--- src/rtl/assert_macros.svh ---
// ----------------------------------------------------------------------------
// Assertion macros
// Shared concurrent assertion forms for the touch conditioner RTL.
// ----------------------------------------------------------------------------
`ifndef ASSERT_MACROS_SVH
`define ASSERT_MACROS_SVH

// Same-cycle implication, disabled while reset is held.
`define ASSERT_IMP(label, clk, rst_n, ante, cons, msg) \
  label: assert property (@(posedge clk) disable iff (!rst_n) (ante) |-> (cons)) \
    else $error(msg);

// Next-cycle implication, disabled while reset is held.
`define ASSERT_NEXT(label, clk, rst_n, ante, cons, msg) \
  label: assert property (@(posedge clk) disable iff (!rst_n) (ante) |=> (cons)) \
    else $error(msg);

`endif

--- src/rtl/tpsd_pkg.sv ---
// ----------------------------------------------------------------------------
// tpsd_pkg
// Types, constants and helper functions shared by the touch conditioner.
// ----------------------------------------------------------------------------
`timescale 1ns / 1ps

package tpsd_pkg;

  localparam int COORD_BITS_DEF = 12;
  localparam int QUEUE_DEPTH    = 2;

  localparam int RES_W   = 11;
  localparam int SCALE_W = 16;
  localparam int EDGE_W  = 12;
  localparam int PT_W    = 10;
  localparam int FRAC_W  = 12;

  localparam int DATA_W    = 32;
  localparam int ADDR_W    = 5;
  localparam int REG_IDX_W = 3;

  localparam logic [RES_W-1:0] RES_MAX = 11'd1024;

  // Register indexes
  localparam logic [REG_IDX_W-1:0] REG_HOR_RES      = 3'd0;
  localparam logic [REG_IDX_W-1:0] REG_VER_RES      = 3'd1;
  localparam logic [REG_IDX_W-1:0] REG_X_SCALE      = 3'd2;
  localparam logic [REG_IDX_W-1:0] REG_Y_SCALE      = 3'd3;
  localparam logic [REG_IDX_W-1:0] REG_BOTTOM_EDGE  = 3'd4;
  localparam logic [REG_IDX_W-1:0] REG_EDGE_MARGIN  = 3'd5;
  localparam logic [REG_IDX_W-1:0] REG_MIN_RISE     = 3'd6;
  localparam logic [REG_IDX_W-1:0] REG_MAX_SIDEWAYS = 3'd7;

  // Reset values
  localparam logic [RES_W-1:0]   RST_HOR_RES      = 11'd240;
  localparam logic [RES_W-1:0]   RST_VER_RES      = 11'd240;
  localparam logic [SCALE_W-1:0] RST_X_SCALE      = 16'd4096;
  localparam logic [SCALE_W-1:0] RST_Y_SCALE      = 16'd4096;
  localparam logic [EDGE_W-1:0]  RST_BOTTOM_EDGE  = 12'd240;
  localparam logic [EDGE_W-1:0]  RST_EDGE_MARGIN  = 12'd60;
  localparam logic [EDGE_W-1:0]  RST_MIN_RISE     = 12'd60;
  localparam logic [EDGE_W-1:0]  RST_MAX_SIDEWAYS = 12'd80;

  typedef struct packed {
    logic [RES_W-1:0]   hor_res;
    logic [RES_W-1:0]   ver_res;
    logic [SCALE_W-1:0] x_scale;
    logic [SCALE_W-1:0] y_scale;
    logic [EDGE_W-1:0]  bottom_edge;
    logic [EDGE_W-1:0]  edge_margin;
    logic [EDGE_W-1:0]  min_rise;
    logic [EDGE_W-1:0]  max_sideways;
  } cfg_t;

  // Classification of one poll, handed from the front to the back.
  typedef struct packed {
    logic pressed;
    logic swipe;
  } flags_t;

  typedef struct packed {
    logic            pressed;
    logic [PT_W-1:0] point_x;
    logic [PT_W-1:0] point_y;
    logic            swipe_home;
  } res_t;

  // A resolution of zero acts as one, anything above 1024 as 1024.
  function automatic logic [RES_W-1:0] eff_res(input logic [RES_W-1:0] r);
    if (r == '0) begin
      return RES_W'(1);
    end else if (r > RES_MAX) begin
      return RES_MAX;
    end
    return r;
  endfunction

  function automatic logic [PT_W-1:0] clamp_pt(input logic [PT_W-1:0] v,
                                               input logic [RES_W-1:0] res);
    logic [RES_W-1:0] resm1;
    resm1 = res - 1'b1;
    if ({1'b0, v} >= res) begin
      return resm1[PT_W-1:0];
    end
    return v;
  endfunction

endpackage

--- src/rtl/tpsd_cfg.sv ---
// ----------------------------------------------------------------------------
// tpsd_cfg
// APB-style register file holding the conditioner configuration.
// ----------------------------------------------------------------------------
`timescale 1ns / 1ps

module tpsd_cfg (
  input  logic                          clk,
  input  logic                          rst_n,
  input  logic                          psel,
  input  logic                          penable,
  input  logic                          pwrite,
  input  logic [tpsd_pkg::ADDR_W-1:0]   paddr,
  input  logic [tpsd_pkg::DATA_W-1:0]   pwdata,
  output logic [tpsd_pkg::DATA_W-1:0]   prdata,
  output logic                          pready,
  output tpsd_pkg::cfg_t                cfg
);
  import tpsd_pkg::*;

  cfg_t                 cfg_r;
  cfg_t                 cfg_nxt;
  logic                 wr_en;
  logic [REG_IDX_W-1:0] idx;

  assign pready = 1'b1;
  assign wr_en  = psel && penable && pwrite;
  assign idx    = paddr[ADDR_W-1:2];
  assign cfg    = cfg_r;

  always_comb begin
    cfg_nxt = cfg_r;
    if (wr_en) begin
      case (idx)
        REG_HOR_RES:      cfg_nxt.hor_res      = pwdata[RES_W-1:0];
        REG_VER_RES:      cfg_nxt.ver_res      = pwdata[RES_W-1:0];
        REG_X_SCALE:      cfg_nxt.x_scale      = pwdata[SCALE_W-1:0];
        REG_Y_SCALE:      cfg_nxt.y_scale      = pwdata[SCALE_W-1:0];
        REG_BOTTOM_EDGE:  cfg_nxt.bottom_edge  = pwdata[EDGE_W-1:0];
        REG_EDGE_MARGIN:  cfg_nxt.edge_margin  = pwdata[EDGE_W-1:0];
        REG_MIN_RISE:     cfg_nxt.min_rise     = pwdata[EDGE_W-1:0];
        REG_MAX_SIDEWAYS: cfg_nxt.max_sideways = pwdata[EDGE_W-1:0];
        default:          cfg_nxt = cfg_r;
      endcase
    end
  end

  always_comb begin
    case (idx)
      REG_HOR_RES:      prdata = DATA_W'(cfg_r.hor_res);
      REG_VER_RES:      prdata = DATA_W'(cfg_r.ver_res);
      REG_X_SCALE:      prdata = DATA_W'(cfg_r.x_scale);
      REG_Y_SCALE:      prdata = DATA_W'(cfg_r.y_scale);
      REG_BOTTOM_EDGE:  prdata = DATA_W'(cfg_r.bottom_edge);
      REG_EDGE_MARGIN:  prdata = DATA_W'(cfg_r.edge_margin);
      REG_MIN_RISE:     prdata = DATA_W'(cfg_r.min_rise);
      REG_MAX_SIDEWAYS: prdata = DATA_W'(cfg_r.max_sideways);
      default:          prdata = '0;
    endcase
  end

  always_ff @(posedge clk) begin
    if (!rst_n) begin
      cfg_r.hor_res      <= RST_HOR_RES;
      cfg_r.ver_res      <= RST_VER_RES;
      cfg_r.x_scale      <= RST_X_SCALE;
      cfg_r.y_scale      <= RST_Y_SCALE;
      cfg_r.bottom_edge  <= RST_BOTTOM_EDGE;
      cfg_r.edge_margin  <= RST_EDGE_MARGIN;
      cfg_r.min_rise     <= RST_MIN_RISE;
      cfg_r.max_sideways <= RST_MAX_SIDEWAYS;
    end else begin
      cfg_r <= cfg_nxt;
    end
  end

endmodule

--- src/rtl/tpsd_fifo.sv ---
// ----------------------------------------------------------------------------
// tpsd_fifo
// Small synchronous queue with full and empty flags.
// ----------------------------------------------------------------------------
`timescale 1ns / 1ps

module tpsd_fifo #(
  parameter int DATA_W = 8,
  parameter int DEPTH  = 2
) (
  input  logic              clk,
  input  logic              rst_n,
  input  logic              wr_en,
  input  logic [DATA_W-1:0] wr_data,
  input  logic              rd_en,
  output logic [DATA_W-1:0] rd_data,
  output logic              full,
  output logic              empty
);
  import tpsd_pkg::*;

  localparam int PTR_W = (DEPTH > 1) ? $clog2(DEPTH) : 1;
  localparam int CNT_W = $clog2(DEPTH + 1);

  logic [DATA_W-1:0] mem_r [DEPTH];
  logic [PTR_W-1:0]  wr_ptr_r, wr_ptr_nxt;
  logic [PTR_W-1:0]  rd_ptr_r, rd_ptr_nxt;
  logic [CNT_W-1:0]  cnt_r, cnt_nxt;

  assign full    = (cnt_r == CNT_W'(DEPTH));
  assign empty   = (cnt_r == '0);
  assign rd_data = mem_r[rd_ptr_r];

  always_comb begin
    wr_ptr_nxt = wr_ptr_r;
    rd_ptr_nxt = rd_ptr_r;
    if (wr_en) begin
      wr_ptr_nxt = (wr_ptr_r == PTR_W'(DEPTH - 1)) ? '0 : wr_ptr_r + 1'b1;
    end
    if (rd_en) begin
      rd_ptr_nxt = (rd_ptr_r == PTR_W'(DEPTH - 1)) ? '0 : rd_ptr_r + 1'b1;
    end
    cnt_nxt = cnt_r + CNT_W'(wr_en) - CNT_W'(rd_en);
  end

  always_ff @(posedge clk) begin
    if (wr_en) begin
      mem_r[wr_ptr_r] <= wr_data;
    end
  end

  always_ff @(posedge clk) begin
    if (!rst_n) begin
      wr_ptr_r <= '0;
      rd_ptr_r <= '0;
      cnt_r    <= '0;
    end else begin
      wr_ptr_r <= wr_ptr_nxt;
      rd_ptr_r <= rd_ptr_nxt;
      cnt_r    <= cnt_nxt;
    end
  end

endmodule

--- src/rtl/tpsd_front.sv ---
// ----------------------------------------------------------------------------
// tpsd_front
// Press tracking and swipe-home classification of each accepted poll.
// ----------------------------------------------------------------------------
`timescale 1ns / 1ps

module tpsd_front #(
  parameter int COORD_BITS = tpsd_pkg::COORD_BITS_DEF
) (
  input  logic                  clk,
  input  logic                  rst_n,
  input  tpsd_pkg::cfg_t        cfg,
  input  logic                  accept,
  input  logic                  contact,
  input  logic                  suspended,
  input  logic [COORD_BITS-1:0] raw_x,
  input  logic [COORD_BITS-1:0] raw_y,
  output tpsd_pkg::flags_t      q_flags
);
  import tpsd_pkg::*;

  localparam int SW = ((COORD_BITS > EDGE_W) ? COORD_BITS : EDGE_W) + 2;

  logic                  press_active_r, press_active_nxt;
  logic [COORD_BITS-1:0] start_x_r, start_y_r, latest_x_r, latest_y_r;
  logic                  press;

  logic signed [SW-1:0]  sx, sy, lx, ly;
  logic signed [SW-1:0]  floor_y, rise, side, side_abs;
  logic signed [SW-1:0]  min_rise_s, max_side_s;
  logic                  swipe_ok;

  assign press = contact && !suspended;

  always_comb begin
    sx         = $signed({{(SW-COORD_BITS){1'b0}}, start_x_r});
    sy         = $signed({{(SW-COORD_BITS){1'b0}}, start_y_r});
    lx         = $signed({{(SW-COORD_BITS){1'b0}}, latest_x_r});
    ly         = $signed({{(SW-COORD_BITS){1'b0}}, latest_y_r});
    floor_y    = $signed({{(SW-EDGE_W){1'b0}}, cfg.bottom_edge})
               - $signed({{(SW-EDGE_W){1'b0}}, cfg.edge_margin});
    min_rise_s = $signed({{(SW-EDGE_W){1'b0}}, cfg.min_rise});
    max_side_s = $signed({{(SW-EDGE_W){1'b0}}, cfg.max_sideways});
    rise       = sy - ly;
    side       = sx - lx;
    side_abs   = side[SW-1] ? -side : side;
    swipe_ok   = (sy >= floor_y) && (rise >= min_rise_s) && (side_abs < max_side_s);
  end

  always_comb begin
    q_flags.pressed  = press;
    // Only a release that ends a press can flag a swipe.
    q_flags.swipe    = !press && press_active_r && swipe_ok;
    press_active_nxt = press_active_r;
    if (accept) begin
      press_active_nxt = press;
    end
  end

  always_ff @(posedge clk) begin
    if (accept && press) begin
      if (!press_active_r) begin
        start_x_r <= raw_x;
        start_y_r <= raw_y;
      end
      latest_x_r <= raw_x;
      latest_y_r <= raw_y;
    end
  end

  always_ff @(posedge clk) begin
    if (!rst_n) begin
      press_active_r <= 1'b0;
    end else begin
      press_active_r <= press_active_nxt;
    end
  end

endmodule

--- src/rtl/tpsd_back.sv ---
// ----------------------------------------------------------------------------
// tpsd_back
// Scaling pipeline: multiply stage, then offset, clamp and result write.
// ----------------------------------------------------------------------------
`timescale 1ns / 1ps

module tpsd_back #(
  parameter int COORD_BITS = tpsd_pkg::COORD_BITS_DEF
) (
  input  logic                  clk,
  input  logic                  rst_n,
  input  tpsd_pkg::cfg_t        cfg,
  input  logic                  q_empty,
  input  tpsd_pkg::flags_t      q_flags,
  input  logic [COORD_BITS-1:0] q_raw_x,
  input  logic [COORD_BITS-1:0] q_raw_y,
  output logic                  q_rd,
  input  logic                  o_full,
  output logic                  o_wr,
  output tpsd_pkg::res_t        o_res
);
  import tpsd_pkg::*;

  localparam int DW  = ((COORD_BITS > PT_W) ? COORD_BITS : PT_W) + 2;
  localparam int SCW = SCALE_W + 1;
  localparam int PW  = DW + SCW;
  localparam int VW  = PW + 1;
  localparam int QW  = VW - FRAC_W;

  logic                 m_v_r, m_v_nxt;
  flags_t               m_flags_r;
  logic signed [PW-1:0] m_prod_x_r, m_prod_y_r;
  logic signed [PW-1:0] prod_x_nxt, prod_y_nxt;
  logic [PT_W-1:0]      rep_x_r, rep_y_r;

  logic [RES_W-1:0]     res_x, res_y;
  logic signed [DW-1:0] d_x, d_y;
  logic [PT_W-1:0]      sc_x, sc_y;

  // (point - center) * scale + center * 4096, floored at zero, shifted down
  // and clamped to the last pixel.
  function automatic logic [PT_W-1:0] finish(input logic signed [PW-1:0] prod,
                                             input logic [RES_W-1:0]     res);
    logic [PT_W-1:0]      c;
    logic signed [VW-1:0] v;
    logic [QW-1:0]        q;
    logic [RES_W-1:0]     resm1;
    c     = res[RES_W-1:1];
    v     = VW'(prod) + $signed({{(VW-PT_W-FRAC_W){1'b0}}, c, {FRAC_W{1'b0}}});
    q     = v[VW-1:FRAC_W];
    resm1 = res - 1'b1;
    if (v[VW-1]) begin
      return '0;
    end else if (q >= QW'(res)) begin
      return resm1[PT_W-1:0];
    end
    return q[PT_W-1:0];
  endfunction

  assign res_x = eff_res(cfg.hor_res);
  assign res_y = eff_res(cfg.ver_res);

  assign o_wr = m_v_r && !o_full;
  assign q_rd = !q_empty && (!m_v_r || o_wr);

  always_comb begin
    d_x = $signed({{(DW-COORD_BITS){1'b0}}, q_raw_x})
        - $signed({{(DW-PT_W){1'b0}}, res_x[RES_W-1:1]});
    d_y = $signed({{(DW-COORD_BITS){1'b0}}, q_raw_y})
        - $signed({{(DW-PT_W){1'b0}}, res_y[RES_W-1:1]});
    prod_x_nxt = PW'(d_x) * PW'($signed({1'b0, cfg.x_scale}));
    prod_y_nxt = PW'(d_y) * PW'($signed({1'b0, cfg.y_scale}));
    m_v_nxt    = q_rd || (m_v_r && !o_wr);
  end

  always_comb begin
    sc_x = finish(m_prod_x_r, res_x);
    sc_y = finish(m_prod_y_r, res_y);
    o_res.pressed    = m_flags_r.pressed;
    o_res.swipe_home = m_flags_r.swipe;
    if (m_flags_r.pressed) begin
      o_res.point_x = sc_x;
      o_res.point_y = sc_y;
    end else begin
      o_res.point_x = clamp_pt(rep_x_r, res_x);
      o_res.point_y = clamp_pt(rep_y_r, res_y);
    end
  end

  always_ff @(posedge clk) begin
    if (q_rd) begin
      m_flags_r  <= q_flags;
      m_prod_x_r <= prod_x_nxt;
      m_prod_y_r <= prod_y_nxt;
    end
  end

  always_ff @(posedge clk) begin
    if (!rst_n) begin
      m_v_r   <= 1'b0;
      rep_x_r <= '0;
      rep_y_r <= '0;
    end else begin
      m_v_r <= m_v_nxt;
      if (o_wr && m_flags_r.pressed) begin
        rep_x_r <= sc_x;
        rep_y_r <= sc_y;
      end
    end
  end

endmodule

--- src/rtl/touch_point_conditioner_swipe_detect_top.sv ---
// ----------------------------------------------------------------------------
// touch_point_conditioner_swipe_detect_top
// Takes one poll per cycle while the hand-off queue has room; a result is
// registered in the hand-off queue, the multiply stage and the result queue.
// Sustained throughput is one poll per cycle, set by the multiply stage;
// push stalls only when the result queue backs up.
// Synchronous active-low reset empties both queues, ends any press and
// restores the register defaults.
// ----------------------------------------------------------------------------
`timescale 1ns / 1ps
`include "assert_macros.svh"

module touch_point_conditioner_swipe_detect_top #(
  parameter int COORD_BITS = tpsd_pkg::COORD_BITS_DEF
) (
  input  logic                        clk,
  input  logic                        rst_n,
  input  logic                        push,
  output logic                        full,
  input  logic                        in_contact,
  input  logic                        in_suspended,
  input  logic [COORD_BITS-1:0]       in_raw_x,
  input  logic [COORD_BITS-1:0]       in_raw_y,
  output logic                        empty,
  input  logic                        pop,
  output logic                        out_pressed,
  output logic [tpsd_pkg::PT_W-1:0]   out_point_x,
  output logic [tpsd_pkg::PT_W-1:0]   out_point_y,
  output logic                        out_swipe_home,
  input  logic                        psel,
  input  logic                        penable,
  input  logic                        pwrite,
  input  logic [tpsd_pkg::ADDR_W-1:0] paddr,
  input  logic [tpsd_pkg::DATA_W-1:0] pwdata,
  output logic [tpsd_pkg::DATA_W-1:0] prdata,
  output logic                        pready
);
  import tpsd_pkg::*;

  localparam int QD_W = $bits(flags_t) + 2 * COORD_BITS;

  cfg_t                  cfg;
  logic                  in_acc;
  flags_t                f_flags, q_flags;
  logic [QD_W-1:0]       q_wdata, q_rdata;
  logic                  q_full, q_empty, q_rd;
  logic [COORD_BITS-1:0] q_raw_x, q_raw_y;
  logic                  o_wr, o_full, o_rd;
  res_t                  o_wres, o_rres;

  assign full   = q_full;
  assign in_acc = push && !q_full;
  assign o_rd   = pop && !empty;

  tpsd_cfg u_cfg (
    .clk     (clk),
    .rst_n   (rst_n),
    .psel    (psel),
    .penable (penable),
    .pwrite  (pwrite),
    .paddr   (paddr),
    .pwdata  (pwdata),
    .prdata  (prdata),
    .pready  (pready),
    .cfg     (cfg)
  );

  tpsd_front #(
    .COORD_BITS (COORD_BITS)
  ) u_front (
    .clk       (clk),
    .rst_n     (rst_n),
    .cfg       (cfg),
    .accept    (in_acc),
    .contact   (in_contact),
    .suspended (in_suspended),
    .raw_x     (in_raw_x),
    .raw_y     (in_raw_y),
    .q_flags   (f_flags)
  );

  assign q_wdata = {f_flags, in_raw_x, in_raw_y};
  assign {q_flags, q_raw_x, q_raw_y} = q_rdata;

  tpsd_fifo #(
    .DATA_W (QD_W),
    .DEPTH  (QUEUE_DEPTH)
  ) u_mid_q (
    .clk     (clk),
    .rst_n   (rst_n),
    .wr_en   (in_acc),
    .wr_data (q_wdata),
    .rd_en   (q_rd),
    .rd_data (q_rdata),
    .full    (q_full),
    .empty   (q_empty)
  );

  tpsd_back #(
    .COORD_BITS (COORD_BITS)
  ) u_back (
    .clk     (clk),
    .rst_n   (rst_n),
    .cfg     (cfg),
    .q_empty (q_empty),
    .q_flags (q_flags),
    .q_raw_x (q_raw_x),
    .q_raw_y (q_raw_y),
    .q_rd    (q_rd),
    .o_full  (o_full),
    .o_wr    (o_wr),
    .o_res   (o_wres)
  );

  tpsd_fifo #(
    .DATA_W ($bits(res_t)),
    .DEPTH  (QUEUE_DEPTH)
  ) u_out_q (
    .clk     (clk),
    .rst_n   (rst_n),
    .wr_en   (o_wr),
    .wr_data (o_wres),
    .rd_en   (o_rd),
    .rd_data (o_rres),
    .full    (o_full),
    .empty   (empty)
  );

  assign out_pressed    = o_rres.pressed;
  assign out_point_x    = o_rres.point_x;
  assign out_point_y    = o_rres.point_y;
  assign out_swipe_home = o_rres.swipe_home;

  // An accepted poll must be waiting in the hand-off queue on the next cycle.
  `ASSERT_NEXT(a_accept_lands, clk, rst_n, in_acc, !q_empty, "accepted poll lost")
  // A finished result must be visible to the consumer on the next cycle.
  `ASSERT_NEXT(a_result_lands, clk, rst_n, o_wr, !empty, "finished result lost")
  // A swipe can only be reported on a release.
  `ASSERT_IMP(a_press_no_swipe, clk, rst_n, !empty && out_pressed, !out_swipe_home,
              "swipe flagged on a press")

endmodule
--- config.mk ---
export PLATFORM = sky130hd
export DESIGN_NAME = touch_point_conditioner_swipe_detect_top
export DESIGN_NICKNAME = d
export VERILOG_FILES = /design/src/rtl/tpsd_pkg.sv /design/src/rtl/tpsd_cfg.sv /design/src/rtl/tpsd_fifo.sv /design/src/rtl/tpsd_front.sv /design/src/rtl/tpsd_back.sv /design/src/rtl/touch_point_conditioner_swipe_detect_top.sv
export VERILOG_INCLUDE_DIRS = /design/src /design/src/rtl
export SDC_FILE = /design/constraint.sdc
export NUM_CORES = 2
export LEC_CHECK = 0
export BUFFER_PORTS_ARGS = -buffer_cell sky130_fd_sc_hd__buf_2
export CORE_ASPECT_RATIO = 2
export CORE_MARGIN = 2
export CORE_UTILIZATION = 50
export DETAILED_ROUTE_END_ITERATION = 7
export GPL_TIMING_DRIVEN = 0
export HOLD_SLACK_MARGIN = 0.1
export PLACE_DENSITY = 0.63
export SYNTH_ARGS = -nofsm -noshare
export SYNTH_HDL_FRONTEND = slang
export SYNTH_SLANG_ARGS = --single-unit
--- constraint.sdc ---
create_clock -name clk -period 21.9 [get_ports clk]
set_input_delay 3.285 -clock clk [delete_from_list [all_inputs] [get_ports clk]]
set_output_delay 3.285 -clock clk [all_outputs]
set_load 0.02 [all_outputs]
==> results.yml <==
cts:
  clk_pin_slew_ns: 0.06
  cts_sinks: 316
  post_cts_buffers: 0
  cts_hold_buf: 0
  htreeDepth: 2
  cts_tree: "done"
  clk_latency_ns: 0.54
  cts_root_buffer: "clkbuf_16"
  cts_buffers: 35
  cts_resized: 0
  clockBufferDepth: 3
yosys:
  synth_area_leaders: "fa_1 18%, edfxtp_1 16%, ha_1 13%, dfxtp_1 7.9%, nand2_1 6.0%"
  synth-edff-count: 182
  async_flop_share_pct: 0
  netlist_instances: 3736
  synth_top_area_cell: "fa_1"
  synthMostInstantiatedCell: "nand2_1"
  yosysWarnings: 0
  yosysTopAreaCellShare_pct: 18.4
  synth_cell_types: 90
  synth_ff_type: "edfxtp_1"
  synthTopCellsByCount: "539 x nand2_1, 455 x inv_1, 358 x ha_1, 313 x fa_1, 200 x clkbuf_1"
  ys_ff_latch: 316
  synth_area_mm2: 0.0340
  avgSynthCellArea_um2: 9.09
  yosysSeqAreaShare_pct: 24.0
routing:
  drcViolationCount: 0
  routed_wl_mm: 97.5
  drt_pre_antenna_iters: 6
  post_drt_wl_per_cell_um: 20.4
  viasPerCell: 5.74
  vias: 27500
  ant_nets: 0
  drt_iter0_markers: 2176
global_routing:
  grt_max_degree: 28
  grt.overflow.total: 0
  grt_pass1_vias: 27100
  grt_usage_pct: 27.9
  grt_pass1_wl_mm: 152
  antenna_found_initial: 4
setup_path:
  critical_path_peak_fanout: 10
  worst-r2r-cell-count: 32
  critPathSlowestCell: "clkbuf_1"
  reg2reg_setup_slack_ns: 10.86
  cp.required_ns: 22.17
  cp.arrival_ns: 11.32
  cpMostUsedCell: "fa_1"
  crit_type: "reg2reg"
  cpPeakStageDelay_ns: 0.77
  r2r_end: "u_back.m_prod_y_r[29]"
  cp-end-kind: "register"
  crit_path_start_kind: "register"
timing:
  slew_headroom_pct: 11.1
  rsz0062_at_grt: "false"
  tightest_slew_ns: 1.32
  fin_setup_tns_ns: 0
  slew_viol_final: 0
  fin_crit_ns: 11.04
  worst_slack_ns: 10.86
  finalHoldViolCount: 0
  fmax_ghz: 0.0905
  setup_viol: 0
  skew_ns: 0.0270
  finalCritPeriodShare_pct: 50.4
floorplanning:
  rows: 135
  die_h_um: 373
  die-area_mm2: 0.0702
  start_util_pct: 50.4
  core_mm2: 0.0674
  ioPinCount: 127
  die_width_um: 188
placed_design:
  place.gp.congestion: 0.932
  dp_slack_ns: 10.81
  hpwl_mm: 78.0
  port_buffers: 79
power:
  p_seq_share_pct: 27.3
  p_leak_uw: 0.0163
  switchingPower_uw: 1310
  power.density_mw_per_mm2: 81.2
  pwr-share-clk_pct: 20.5
  pwr-share-comb_pct: 52.2
  swShare_pct: 43.8
  intPower_uw: 1680
  peakVddDrop_v: 0.0000674
cells_and_area:
  drive_above_1_share_pct: 6.93
  fin_nets: 4610
  nFillCells: 6125
  area_delta_synth_final_pct: 8.33
min_path:
  hp-class: "reg2reg"
  holdPathEnd: "u_cfg.cfg[9]"
  hold_start: "u_cfg.cfg[9]"
  min_delay_path_depth: 2
run_status:
  status: "finished clean"
job:
  max_cap_violations: 0
## worst max-delay path by stage
stage,startpoint,to,cells past startpoint
after detailed placement,register,u_back.m_prod_y_r[29],32
after CTS,register,u_back.m_prod_y_r[29],32
after floorplan,register,u_back.m_prod_y_r[29],32
after global placement,register,u_back.m_prod_y_r[29],32
after global routing,register,u_back.m_prod_y_r[29],32
final,register,u_back.m_prod_y_r[29],32
## sequential cells by signal, summed over array words and instances, names as in the netlist, named ones only
name and count:
u_back.rep_x_r 10, u_mid_q.mem_r 52, u_front.start_y_r 12, u_front.latest_x_r 12, u_out_q.wr_ptr_r 1, u_out_q.rd_ptr_r 1
u_mid_q.cnt_r 2, u_front.latest_y_r 12, u_back.m_prod_x_r 18, u_back.m_prod_y_r 18, u_out_q.cnt_r 2, u_mid_q.wr_ptr_r 1
u_back.rep_y_r 10, u_out_q.mem_r 44, u_back.m_v_r 1, u_cfg.cfg 102, u_mid_q.rd_ptr_r 1, u_front.press_active_r 1
u_back.o_res 2, u_front.start_x_r 12
## worst max-delay path: cells and delay by family (launching register included)
kind | cells | cell delay, ns
AO/OA/AOI/OAI | 9 | 2.48
XOR/XNOR | 1 | 0.16
adder cells (fa/ha/maj) | 9 | 3.83
buffers and inverters | 6 | 1.92
flip-flops | 1 | 0.30
multiplexers | 1 | 0.37
AND/OR/NAND/NOR | 6 | 1.71
## stage by stage
| stage | util (%) | hold WS, ns | area [um^2] | total power [uW] | cells |
|---|---|---|---|---|---|
| floorplan | - | 0.421 | 34000 | 1900 | 3751 |
| global placement | 52.7 | 0.425 | 35500 | 2330 | 4720 |
| detailed placement | 52.8 | 0.450 | 35600 | 2360 | 4722 |
| CTS | 54.6 | 0.467 | 36800 | 2990 | 4786 |
| global route | 54.6 | 0.495 | 36800 | 3200 | 4786 |
| finish | 54.6 | 0.468 | 36800 | 2990 | 4788 |
## routing by layer
layer / part of all wire, % / GRT usage (%) / vias to the layer above
met2: 46 / 45.6 / 977
met1: 44 / 38.4 / 13400
met4: 3.0 / 8.37 / 8
met5: 0.047 / 0 / -
li1: - / - / 13000
met3: 7.0 / 4.03 / 166
## placed cells by master (no fill, tap or decap), drive strengths merged, types with 12 or more instances in the layout
cell	instances
a21boi	98
a21o	36
a21oi	103
a221oi	13
a31oi	42
and2	85
and3	19
buf	112
clkbuf	256
conb	17
dfxtp	134
edfxtp	182
fa	313
ha	358
inv	460
mux2	53
mux2i	61
nand2	539
nand2b	49
nand3	79
nand4	66
nor2	137
nor2b	58
nor3	86
nor4	16
nor4b	48
o2111ai	28
o211ai	24
o21a	22
o21ai	85
o22ai	18
o31ai	12
or2	14
or3	27
xnor2	71
xor2	34
## power by group through the flow
stage          combinational (uW)  sequential (uW)  clock, uW
6_report                     1560              815        612
5_1_grt                      1740              824        644
4_1_cts                      1550              816        620
3_5_place_dp                 1540              827          0
3_3_place_gp                 1500              830          0
2_1_floorplan                1090              811          0
## cell type report
class                      instances  area [um^2]  share of cell area (%)
clock inverter                    18          194                   0.527
inverter                         457         1720                    4.66
tap                              890         1110                    3.03
antenna                            2         5.00                  0.0136
clock buffer                      46          990                    2.69
buffer                           241          997                    2.71
sequential                       316         8150                    22.1
timing repair buffer              81          430                    1.17
multi-input combinational       2737        23200                    63.1
## kinds of logic after synthesis
| group | Yosys count | synth area share [%] |
|---|---|---|
| AO/OA/AOI/OAI | 566 | 11.5 |
| XOR/XNOR | 105 | 2.71 |
| adder cells (fa/ha/maj) | 672 | 31.7 |
| buffers and inverters | 698 | 7.99 |
| flip-flops | 316 | 24.0 |
| multiplexers | 118 | 3.82 |
| other | 2 | 0.0221 |
| AND/OR/NAND/NOR | 1259 | 18.3 |
No activity file was read; power rests on OpenSTA's default activity.
